File: src/rtl/core/rarst_node_stack.sv
module rarst_node_stack #(
  parameter int W     = 33,
  parameter int DEPTH = 11
) (
  input  logic         clk,
  input  logic         rst_n,
  input  logic         push,
  input  logic [W-1:0] push_data,
  input  logic         pop,
  output logic [W-1:0] top,
  output logic         empty
);

  localparam int IW    = (DEPTH > 1) ? $clog2(DEPTH) : 1;
  localparam int PTR_W = $clog2(DEPTH + 1);

  logic [W-1:0]     slot_r [DEPTH];
  logic [PTR_W-1:0] cnt_r;
  logic [PTR_W-1:0] top_idx;

  assign top_idx = cnt_r - PTR_W'(1);
  assign top     = slot_r[top_idx[IW-1:0]];
  assign empty   = (cnt_r == '0);

  always_ff @(posedge clk) begin
    if (push) begin
      slot_r[cnt_r[IW-1:0]] <= push_data;
    end
  end

  always_ff @(posedge clk) begin
    if (!rst_n) begin
      cnt_r <= '0;
    end else if (push) begin
      cnt_r <= cnt_r + PTR_W'(1);
    end else if (pop) begin
      cnt_r <= cnt_r - PTR_W'(1);
    end
  end

endmodule
File: config.mk
export PLATFORM = sky130hd
export DESIGN_NAME = rarst_node_stack
export DESIGN_NICKNAME = d
export VERILOG_FILES = /design/src/rtl/core/rarst_node_stack.sv
export SDC_FILE = /design/constraint.sdc
export NUM_CORES = 1
export LEC_CHECK = 0
export BUFFER_PORTS_ARGS = -buffer_cell sky130_fd_sc_hd__buf_2
export CAP_MARGIN = 0
export CELL_PAD_IN_SITES_DETAIL_PLACEMENT = 1
export CELL_PAD_IN_SITES_GLOBAL_PLACEMENT = 1
export CORE_MARGIN = 1.5
export CORE_UTILIZATION = 25
export CTS_CLUSTER_DIAMETER = 40
export DETAILED_ROUTE_END_ITERATION = 16
export PLACE_DENSITY = 0.47
export SLEW_MARGIN = 20
export SYNTH_ARGS = -nofsm -noshare
export SYNTH_HDL_FRONTEND = slang
export SYNTH_SLANG_ARGS = --single-unit
File: constraint.sdc
create_clock -name clk -period 4.3 [get_ports clk]
set_clock_uncertainty 0.2 [all_clocks]
set_input_delay 0.43 -clock clk [delete_from_list [all_inputs] [get_ports clk]]
set_output_delay 0.43 -clock clk [all_outputs]
set_load 0.005 [all_outputs]
==> qor.yml, run 1 <==
htreeDepth: 2
numCtsBuffers: 55
hold_start: "pop"
cpMaxStageDelayCell: "and2_2"
place_congestion: 0.681
setup_viol: 0
syn-num-nets: 837
layout-drive-gt1-share: 0.248
drv_slew: 0
min_to: "cnt_r[0]$_SDFFE_PN0P_"
r2r-start: "cnt_r[0]$_SDFFE_PN0P_"
rsz0062_at_grt: "false"
cts_buffer_depth: 3
grt.total_usage: 0.128
via_per_inst: 4.42
worst-r2r-cell-count: 5
cp_num_buf_inv: 3
area_growth_syn_to_layout_pct: 26.8
cts_hold_buf: 34
routed.top_layer: "met4"
path_class: "reg2out"
yosys_warnings: 0
required_ps: 3670
drv_cap: 0
vias: 7671
startpoint_type: "register"
synth_edf_count: 363
synth.distinct_cells: 28
end_kind: "primary output"
hp-class: "in2reg"
tns_ps: 0
synth_common_cells: "edfxtp_1, mux2i_1, a22oi_1, nor2_1, buf_2"
worstMarginPinSlew_ps: 895
status: "finished, final reports clean"
dieArea_um2: 59000
leakage_nw: 6.13
placementRows: 87
syn-cell-area_um2: 14400
worst-path-max-fanout: 18
period_share: 0.901
cp_top_family: "simple AND/OR/NAND/NOR gates"
wl_met3_mm: 1.53
antennaDiodeCount: 0
nets: 977
cts_resized: 0
max_stage_delay_ps: 670
yosysTopAreaCell: "edfxtp_1"
netlist.area_leader.share: 0.758
layout_min_cycle_time_ps: 3870
grt_max_degree: 59
synth_area_per_cell_um2: 18.1
max_freq_ghz: 0.258
post_cts_buffers: 0
worstPathArrival_ps: 3240
core_area_um2: 56600
dp_hpwl_mm: 21.3
clock_latency_ps: 600
ys_seq_area_frac: 0.763
path_cells: "inv_1, ha_4, xnor2_1, and2_2, buf_4, a22oi_1, a31o_2, buf_2"
holdPathStages: 4
syn_inst: 795
synthArstFlopShare: 0
drc: 0
grt_pass1_wl_mm: 55.4
clock-root-buffer: "clkbuf_16"
slew_headroom: 0.400
dr_wl_met2_mm: 17.7
ys.flop_type: "edfxtp_1"
power.density_nw_per_um2: 571
synth_area_leaders: "edfxtp_1, mux2i_1, a22oi_1, a31o_2, a211oi_1"
overflow: 0
drt-met1-wl_mm: 17.4
dr.pass1.iters: 4
die_h_um: 243
clkSinkCount: 367
r2r_end: "slot_r[9][15]$_DFFE_PP_"
clk_pin_slew_ps: 50
drt-initial-drc-count: 445
ant_nets: 0
totalWireLength_mm: 37.4
wl_per_cell_um: 21.5
hold_viol: 0
r2r_slack_ps: 1290
boundaryPins: 71
ys_ff_latch: 367
tritoncts: "done"
stdcell_area_um2: 18200
grt_pass1_vias: 8201
dieWidth_um: 243
yosysMostFrequentCell: "edfxtp_1"
post_dp_cell_area_um2: 15900
start_util: 0.254
peakVddDrop_mv: 0.251
antenna_found_initial: 0
port_buffers: 70
## how the worst max path moves through the flow
| stage | from | endpoint | slack (ps) | cells past startpoint |
|---|---|---|---|---|
| after floorplan | push | slot_r[0][0]$_DFFE_PP_ | 560 | 3 |
| after global placement | cnt_r[0]$_SDFFE_PN0P_ | top[10] | 1020 | 7 |
| after detailed placement | cnt_r[1]$_SDFFE_PN0P_ | top[4] | 1010 | 8 |
| after CTS | cnt_r[0]$_SDFFE_PN0P_ | top[28] | 350 | 7 |
| after global routing | cnt_r[1]$_SDFFE_PN0P_ | top[4] | 230 | 8 |
| final | cnt_r[1]$_SDFFE_PN0P_ | top[4] | 430 | 8 |
## final cells by class
| class | instances | area, um^2 |
|---|---|---|
| Clock buffer | 61 | 1440 |
| Clock inverter | 42 | 536 |
| Fill cell | 5784 | 38400 |
| Inverter | 2 | 7.51 |
| Multi-Input combinational cell | 376 | 3260 |
| Sequential cell | 367 | 11000 |
| Tap cell | 756 | 946 |
| Timing Repair Buffer | 133 | 1060 |
## state kept, by name (all words and copies together), names as in the netlist
signal,flops
slot_r,363
cnt_r,4
## routing by layer
layer  global-route usage  vias to the layer above
met5                    0                        -
met1                0.173                     3964
met3               0.0268                       55
met2                0.207                      139
li1                     -                     3513
met4               0.0373                        0
## stage by stage
| step | total power [W] | utilization | setup WS (ps) | cells | hold slack [ps] |
|---|---|---|---|---|---|
| after detailed placement | 0.00578 | 0.281 | 1010 | 1600 | 472 |
| final | 0.0104 | 0.322 | 425 | 1737 | 81.2 |
| after global placement | 0.00578 | 0.281 | 1020 | 1600 | 444 |
| after global routing | 0.0108 | 0.322 | 229 | 1737 | 83.2 |
| after CTS | 0.0106 | 0.322 | 346 | 1737 | 30.4 |
| after floorplan | 0.00512 | - | 563 | 795 | 329 |
## placed cells by master, fill, tap and decap left out, drive strengths merged, types with 18 or more instances in the layout
cell	n
dlygate4sd3	34
a31o	33
mux2i	165
clkbuf	61
a211oi	33
buf	99
nor2	44
edfxtp	363
a22oi	66
clkinv	18
## tightest hold or removal path, stage by stage
cell,delay [ps]
buf_2,120
nor2_1,70
xnor2_1,120
and2_1,110
## power by group
group,switching (W),internal [W],total [W]
Combinational,0.000946,0.000650,0.00160
Sequential,0.0000332,0.00406,0.00409
Clock,0.00169,0.00304,0.00473
Total,0.00267,0.00775,0.0104
## cells by family (layout without fill, tap and decap cells)
group | after synthesis | count (layout) | synth area share
mux | 165 | 165 | 0.115
buf+inv | 52 | 238 | 0.0183
flops | 367 | 367 | 0.763
simple gates | 66 | 66 | 0.0197
xor+xnor | 5 | 5 | 0.00304
fa+ha+maj | 5 | 5 | 0.00435
compound gates | 135 | 135 | 0.0765
(Power assumes the default switching activity.)
==> run 2, diff against run 1 <==
--- a/config.mk
+++ b/config.mk
@@ -5,7 +5,6 @@
 export SDC_FILE = /design/constraint.sdc
 export NUM_CORES = 1
 export LEC_CHECK = 0
-export BUFFER_PORTS_ARGS = -buffer_cell sky130_fd_sc_hd__buf_2
 export CAP_MARGIN = 0
 export CELL_PAD_IN_SITES_DETAIL_PLACEMENT = 1
 export CELL_PAD_IN_SITES_GLOBAL_PLACEMENT = 1
@@ -13,7 +12,8 @@
 export CORE_UTILIZATION = 25
 export CTS_CLUSTER_DIAMETER = 40
 export DETAILED_ROUTE_END_ITERATION = 16
-export PLACE_DENSITY = 0.47
+export DONT_BUFFER_PORTS = 1
+export PLACE_DENSITY = 0.46
 export SLEW_MARGIN = 20
 export SYNTH_ARGS = -nofsm -noshare
 export SYNTH_HDL_FRONTEND = slang
==> qor.yml, run 2 (synthesis results as in run 1) <==
clock_latency_ps: 600  # about the same
p_comb_frac: 0.140  # -0.013
leakage_nw: 5.89  # -3.9%
clkSinkCount: 367  # unchanged
dr_wl_met2_mm: 17.7  # about the same
place_congestion: 0.684  # +0.44%
stdcell_area_um2: 17900  # -1.8%
tritoncts: "done"
switching_share: 0.250  # -0.00612
period_share: 0.916  # +0.0145
dr.pass1.iters: 4  # unchanged
power.internal_w: 0.00783  # +1.1%
start_util: 0.254  # unchanged
tns_ps: 0  # unchanged
vias: 7331  # -4.4%
die_h_um: 243  # unchanged
core_area_um2: 56600  # unchanged
boundaryPins: 71  # unchanged
r2r_slack_ps: 1110  # -180 ps
slew_headroom: 0.365  # -0.0352
power_w: 0.0104  # +0.25%
htreeDepth: 2  # unchanged
largest_register_ffs: 363  # unchanged
status: "finished, final reports clean"
utilization: 0.316  # -0.00595
wl_met3_mm: 1.65  # +8.0%
area_growth_syn_to_layout_pct: 24.4
p_sw_w: 0.00261  # -2.2%
hold_viol: 0  # unchanged
wl_per_cell_um: 22.1  # +2.8%
clkPwrFrac: 0.467  # +0.013
clock-root-buffer: "clkbuf_16"
max_freq_ghz: 0.254  # -1.6%
grt_pass1_wl_mm: 54.4  # -1.8%
nets: 910  # -6.9%
antenna_found_initial: 1  # +1
rsz0062_at_grt: "false"
antennaDiodeCount: 0  # unchanged
ant_nets: 0  # unchanged
layout-drive-gt1-share: 0.188  # -0.0593
final_common_cell: "edfxtp_1"
layout_min_cycle_time_ps: 3940  # +62.5 ps
worstPathArrival_ps: 3310  # +70 ps
totalWireLength_mm: 37.0  # -1.2%
setup_viol: 0  # unchanged
dieArea_um2: 59000  # unchanged
post_cts_buffers: 0  # unchanged
worstMarginPinSlew_ps: 950  # +55.6 ps
drt-met1-wl_mm: 16.8  # -3.6%
clk_pin_slew_ps: 50  # about the same
grt_pass1_vias: 7907  # -3.6%
power.density_nw_per_um2: 583  # +2.1%
port_buffers: 0  # -100%
layout_common_cells: "edfxtp_1, mux2i_1, a22oi_1, clkbuf_16, dlygate4sd3_1"
num-fill-cells: 5750  # -0.59%
required_ps: 3670  # about the same
grt_max_degree: 53  # -10%
numCtsBuffers: 56  # +1.8%
drv_cap: 0  # unchanged
via_per_inst: 4.39  # -0.54%
drt-initial-drc-count: 341  # -23%
dp_hpwl_mm: 22.1  # +3.4%
post_dp_cell_area_um2: 15500  # -2.6%
grt.total_usage: 0.126  # -0.00179
dieWidth_um: 243  # unchanged
sequentialPowerShare: 0.393  # about the same
worst-path-max-fanout: 45  # +27
routed.top_layer: "met5"
end_kind: "primary output"
placementRows: 87  # unchanged
drv_slew: 0  # unchanged
path_class: "reg2out"
peakVddDrop_mv: 0.287  # +14%
startpoint_type: "register"
hp-class: "in2reg"
overflow: 0  # unchanged
cts_buffer_depth: 3  # unchanged
drc: 0  # unchanged
[run 2: area by class of cell]
class / instances / area [um^2] / area share
Clock inverter: 43 / 614 / 0.0343
Sequential cell: 367 / 11000 / 0.614
Clock buffer: 60 / 1420 / 0.0791
Tap cell: 756 / 946 / 0.0528
Timing Repair Buffer: 65 / 668 / 0.0373
Multi-Input combinational cell: 376 / 3260 / 0.182
Inverter: 2 / 7.51 / 0.000419
[run 2: layer usage]
metal	GRT usage	vias to the layer above
met3	0.0308	55
met2	0.207	118
met4	0.0435	2
met1	0.162	3780
li1	-	3376
met5	0	-
[run 2: power groups by stage]
stage               Sequential, W  Clock [W]  Combinational (W)
detailed placement        0.00418          0            0.00144
global placement          0.00417          0            0.00144
CTS                       0.00410    0.00500            0.00152
finish                    0.00410    0.00488            0.00146
global route              0.00411    0.00514            0.00160
floorplan                 0.00416          0           0.000964
[run 2: stage by stage]
step | std cells | hold WS, ps | setup slack [ps]
5_1_grt | 1669 | 71.8 | 211
2_1_floorplan | 795 | 329 | 563
6_report | 1669 | 38.9 | 363
3_5_place_dp | 1529 | 329 | 950
3_3_place_gp | 1529 | 329 | 889
4_1_cts | 1669 | 3.17 | 276
[run 2: final timing paths]
kind,from,to,cells after the start
worst max-delay path,cnt_r[0]$_SDFFE_PN0P_,top[15],6
worst min-delay path,push,cnt_r[2]$_SDFFE_PN0P_,4
worst max register to register,cnt_r[0]$_SDFFE_PN0P_,cnt_r[1]$_SDFFE_PN0P_,7
worst min register to register,cnt_r[0]$_SDFFE_PN0P_,cnt_r[0]$_SDFFE_PN0P_,2
[run 2: critical path, stage by stage (launching register included)]
cell and delay (ps):
dfxtp_4 550, inv_1 210, ha_4 700, buf_12 360, mux2i_1 450, a22oi_1 130, a31o_1 250
[run 2: repair_timing]
action / CTS / global route
resized for setup: 0 / 0
hold endpoints to repair: 367 / 0
hold buffers: 37 / 0
